[config.mk]
export PLATFORM = sky130hd
export DESIGN_NAME = npcm_front
export DESIGN_NICKNAME = d
export VERILOG_FILES = /design/src/rtl/npcm_pkg.sv /design/src/rtl/npcm_front.sv
export SDC_FILE = /design/constraint.sdc
export NUM_CORES = 1
export LEC_CHECK = 0
export BUFFER_PORTS_ARGS = -buffer_cell sky130_fd_sc_hd__buf_2
export CAP_MARGIN = 20
export CORE_UTILIZATION = 57
export DETAILED_ROUTE_END_ITERATION = 6
export PLACE_DENSITY = 0.79
export SKIP_CTS_REPAIR_TIMING = 1
export SYNTH_ARGS = -nofsm -noshare
export SYNTH_HDL_FRONTEND = slang
export SYNTH_SLANG_ARGS = --single-unit
[constraint.sdc]
create_clock -name clk -period 3 [get_ports clk]
set_clock_uncertainty 0.2 [all_clocks]
set_input_delay 0.45 -clock clk [delete_from_list [all_inputs] [get_ports clk]]
set_output_delay 0.45 -clock clk [all_outputs]
set_load 0.02 [all_outputs]
[src/rtl/npcm_pkg.sv]
// Shared types, codes and constants of the nearest palette color mapper.
package npcm_pkg;

  localparam int unsigned FIXED_ENTRIES_DEF = 256;
  localparam int unsigned NEW_ENTRIES_DEF   = 256;
  localparam int unsigned QUEUE_DEPTH       = 4;
  localparam int unsigned DIST_W            = 18;

  localparam logic [1:0] OP_WR_FIX = 2'd0;
  localparam logic [1:0] OP_WR_NEW = 2'd1;
  localparam logic [1:0] OP_MAP    = 2'd2;

  localparam logic [1:0] REG_FIX_LO    = 2'd0;
  localparam logic [1:0] REG_FIX_HI    = 2'd1;
  localparam logic [1:0] REG_PAL_BASE  = 2'd2;
  localparam logic [1:0] REG_PAL_COUNT = 2'd3;

  typedef enum logic [1:0] {
    CMD_WR_FIX = 2'd0,
    CMD_WR_NEW = 2'd1,
    CMD_MAP    = 2'd2
  } cmd_kind_t;

  typedef struct packed {
    cmd_kind_t  kind;
    logic [7:0] idx;
    logic [7:0] red;
    logic [7:0] green;
    logic [7:0] blue;
    logic       last;
  } cmd_t;

  typedef struct packed {
    logic [7:0] fix_lo;
    logic [7:0] fix_hi;
    logic [7:0] pal_base;
    logic [8:0] pal_count;
  } cfg_t;

  function automatic logic [7:0] abs_diff(input logic [7:0] a, input logic [7:0] b);
    abs_diff = (a >= b) ? (a - b) : (b - a);
  endfunction

endpackage

[src/rtl/npcm_front.sv]
// Input side: decodes each word, drops ignored ones and queues the commands.
module npcm_front
  import npcm_pkg::*;
#(
  parameter int unsigned FIXED_ENTRIES = FIXED_ENTRIES_DEF,
  parameter int unsigned NEW_ENTRIES   = NEW_ENTRIES_DEF
) (
  input  logic       clk,
  input  logic       rst_n,
  input  logic       push,
  output logic       full,
  input  logic [1:0] in_op,
  input  logic [7:0] in_entry_index,
  input  logic [7:0] in_red,
  input  logic [7:0] in_green,
  input  logic [7:0] in_blue,
  input  logic       in_last_pixel,
  output cmd_t       cmd,
  output logic       cmd_valid,
  input  logic       cmd_pop
);

  localparam int unsigned QAW = (QUEUE_DEPTH > 1) ? $clog2(QUEUE_DEPTH) : 1;
  localparam int unsigned QCW = $clog2(QUEUE_DEPTH + 1);

  cmd_t           q_r [QUEUE_DEPTH];
  logic [QAW-1:0] wr_ptr_r, rd_ptr_r;
  logic [QCW-1:0] count_r;
  logic           keep;
  logic           enq;
  logic           deq;
  cmd_t           new_cmd;

  always_comb begin
    new_cmd.idx   = in_entry_index;
    new_cmd.red   = in_red;
    new_cmd.green = in_green;
    new_cmd.blue  = in_blue;
    new_cmd.last  = in_last_pixel;
    new_cmd.kind  = CMD_MAP;
    keep          = 1'b0;
    case (in_op)
      OP_WR_FIX: begin
        new_cmd.kind = CMD_WR_FIX;
        keep = ({1'b0, in_entry_index} < 9'(FIXED_ENTRIES));
      end
      OP_WR_NEW: begin
        new_cmd.kind = CMD_WR_NEW;
        keep = ({1'b0, in_entry_index} < 9'(NEW_ENTRIES));
      end
      OP_MAP: begin
        new_cmd.kind = CMD_MAP;
        keep = 1'b1;
      end
      default: begin
        keep = 1'b0;
      end
    endcase
  end

  assign full      = (count_r == QCW'(QUEUE_DEPTH));
  assign enq       = push && !full && keep;
  assign cmd_valid = (count_r != '0);
  assign deq       = cmd_pop && cmd_valid;
  assign cmd       = q_r[rd_ptr_r];

  always_ff @(posedge clk) begin
    if (enq) begin
      q_r[wr_ptr_r] <= new_cmd;
    end
  end

  always_ff @(posedge clk) begin
    if (!rst_n) begin
      wr_ptr_r <= '0;
      rd_ptr_r <= '0;
      count_r  <= '0;
    end else begin
      if (enq) begin
        wr_ptr_r <= (wr_ptr_r == QAW'(QUEUE_DEPTH - 1)) ? '0 : wr_ptr_r + 1'b1;
      end
      if (deq) begin
        rd_ptr_r <= (rd_ptr_r == QAW'(QUEUE_DEPTH - 1)) ? '0 : rd_ptr_r + 1'b1;
      end
      if (enq && !deq) begin
        count_r <= count_r + 1'b1;
      end else if (deq && !enq) begin
        count_r <= count_r - 1'b1;
      end
    end
  end

endmodule

==> summary.md <==
| Metric | Value |
|---|---|
| Status | `finished clean` |
| Top cells by area, synth | `edfxtp_1 (75%), mux4_2 (13%), dfxtp_1 (3.2%)` |
| Crit path DAT | `about 2.1 ns` |
| Worst Reg-to-Reg Cells | `7` |
| CP Max Fanout | `13` |
| Clock Power Share | `35.2%` |
| Clock-pin slew on the worst setup and hold paths | `0.07 ns` |
| Layout cells sized above 1 | `41.6%` |
| Psw | `roughly 1.7 mW` |
| Syn Nets | `about 280` |
| Dominant cell by count in the synthesized netlist | `edfxtp_1` |
| Cell area after synthesis | `5600 sq um` |
| Crit. End Element | `output pin` |
| GRT Total Usage | `19.8%` |
| GRT overflow | `0` |
| Drt pass-1 iters | `4` |
| Power consumption | `5.98 mW` |
| DRC Markers | `0` |
| Synth cell types | `26` |
| Total clock sinks | `149` |
| DPL Wire Length | `5580 um` |
| Period utilisation layout | `roughly 93%` |
| Comb pwr share | `21.6%` |
| Relative slew margins | `63.5%` |
| WL/cell | `18.8 um` |
| RSZ-0062 raised after global routing | `no` |
| GP Congestion | `approximately 0.72` |
| Remaining antenna violation count | `0` |
| Tmin final | `between 2 and 3 ns` |
| Max-Cap Viols | `0` |
| Area Overhead vs Synth | `27.0%` |
| Syn Inst Count | `~240` |
| Initial antenna violation count | `0` |
| Placeable Area | `roughly 9400 sq um` |
| Cell taking the most area after synthesis | `edfxtp_1` |
| Clk_lat worst skew | `0.52 ns` |
| Synthesis Warnings | `0` |
| Reg-to-Reg Start | `count_r[1]` |
| Final Hold Vio Count | `0` |
| R2r setup slk | `between 0.4 and 0.5 ns` |
| Largest net degree at the start of global routing | `31` |
| Final setup vio count | `0` |
| Register bit total from synthesis | `149` |
| Die Footprint | `between 10000 and 15000 sq um` |
| Drt total wl | `9500 um` |
| Dominant synthesized flop cell | `edfxtp_1` |
| Fmax | `358 MHz` |
| Peak VDD IR | `0.000507 V` |
| Total Nets Final | `408` |
| Worst setup endpoint | `cmd[22]` |
| Pre-CTS setup slack | `0.396 ns` |
| Initial drt markers | `95` |
| Final WS setup | `0.210 ns` |
| Htree depth | `4` |
| Register share of total power | `between 40% and 50%` |
| Synth top area share | `75.1%` |
| Vias in the first global route | `2623` |
| PD cells | `841 nW/um^2` |
| Reg2Reg Capture Point | `count_r[2]` |
| Hold crit path type | `input pin to flip-flop` |
| CP Launch Type | `flip-flop` |
| Critical path class | `flip-flop to output pin` |
| Mapped Avg Cell Area | `23.7 sq um` |
| Sw frac | `28.2%` |
| Worst Path Required | `2.35 ns` |
| Core Rows | `35` |
| Die height | `101 um` |
| PortBufs | `75` |
| # diodes | `0` |
| Sequential area share after synthesis | `78.3%` |
| Root Driver | `clkbuf_8` |
| I/O pins | `76` |
| Most instantiated cells after synthesis | `edfxtp_1 (140), mux4_2 (32), dfxtp_1 (9), ha_1 (6), nand2_1 (6)` |
| Static Leak | `2.48 nW` |
| First-pass GRT wire length | `14100 um` |
| FFs w/ async S/R, synth | `0%` |
| Setup TNS | `0 ns` |
| EDFF count, synth | `140` |
| Worst-margin pin slew | `0.543 ns` |
| DR vias/cell | `around 5.4` |
| Vias | `2715` |
| Clock Tree Buf Depth | `2` |
| Initial core utilization | `59.7%` |
| Cell Int Power | `4.29 mW` |
| CTS tree | `done` |
| Post-layout util | `75.9%` |
| Num CTS Buffers | `17` |
| Final Slew Violations | `0` |
| Chip width | `101 um` |
## critical path, cell delays in order (launching register included)
cell	delay [ns]
dfxtp_2	0.62
buf_4	0.27
mux4_1	0.56
buf_2	0.17
## per-layer routing
| metal | track usage (%) | share of wire, % | up-vias |
|---|---|---|---|
| met3 | 6.66 | 4.3 | 10 |
| met5 | 0 | 0 | - |
| met4 | 7.02 | 1.1 | 0 |
| met2 | 32.3 | 51 | 71 |
| met1 | 25.3 | 44 | 1395 |
| li1 | - | - | 1239 |
## registers in the layout (all words and copies together), names as in the netlist, named ones only
register and count:
wr_ptr_r 2, rd_ptr_r 2, count_r 3, q_r 140
## placed cells by master (no fill, tap or decap), drive strengths merged
cell type | synthesis | routed
a211oi | 1 | 1
clkinvlp | 0 | 3
o21ai | 3 | 3
mux4 | 35 | 35
edfxtp | 140 | 140
nand3 | 2 | 2
buf | 7 | 84
nor3b | 1 | 1
bufinv | 0 | 2
xor2 | 1 | 1
clkbuf | 3 | 17
nor2b | 2 | 2
nor2 | 2 | 2
dfxtp | 9 | 9
or3 | 2 | 2
ha | 6 | 6
inv | 4 | 14
mux2i | 3 | 3
xnor2 | 1 | 1
fa | 1 | 1
and2 | 5 | 5
nand2 | 6 | 6
a21boi | 1 | 1
o31ai | 1 | 1
dlygate4sd3 | 0 | 33
## logic make-up (layout without fill, tap and decap cells)
family                     count (synthesis)  after routing  share of synthesized area (%)
adders and majority gates                  7              7                           1.70
xor gates and xnor gates                   2              2                          0.313
DFF                                      149            149                           78.3
muxes                                     38             38                           14.8
buffers and inverters                     14            153                           2.03
and+or+nand+nor                           20             20                           1.94
AOI/OAI and AO/OA                          6              6                          0.894
## through the flow
step	area [sq um]	hold slack, ns	cells
after floorplan	5600	0.268	236
after global placement	6190	0.286	439
after detailed placement	6190	0.300	439
after CTS	6780	-0.0873	471
after global routing	7110	0.000122	504
final	7110	0.00526	504
## power groups by stage
stage	sequential, mW	clock, mW	combinational, mW
finish	2.58	2.10	1.29
global route	2.61	2.21	1.39
CTS	2.59	2.14	1.28
detailed placement	2.63	0	1.27
global placement	2.61	0	1.25
floorplan	2.56	0	0.974
## final cells by class
cell class	count	area [sq um]
clock buffer	17	414
clock inverter	15	178
fill	526	2260
inverter	4	15.0
multi-input combinational	73	1110
sequential	149	4390
tap	129	161
timing repair buffer	117	848
## how the worst min path moves through the flow
| stage | startpoint | end | slack (ns) | cells past startpoint |
|---|---|---|---|---|
| 2_1_floorplan | wr_ptr_r[1] | wr_ptr_r[1] | 0.27 | 2 |
| 3_3_place_gp | wr_ptr_r[1] | wr_ptr_r[1] | 0.29 | 2 |
| 3_5_place_dp | wr_ptr_r[1] | wr_ptr_r[1] | 0.30 | 2 |
| 4_1_cts | in_red[3] | q_r[0][20] | -0.09 | 1 |
| 5_1_grt | in_op[1] | q_r[3][34] | 0.0001 | 1 |
| 6_report | in_op[1] | q_r[3][34] | 0.005 | 1 |
No activity file was read; power rests on OpenSTA's default activity.
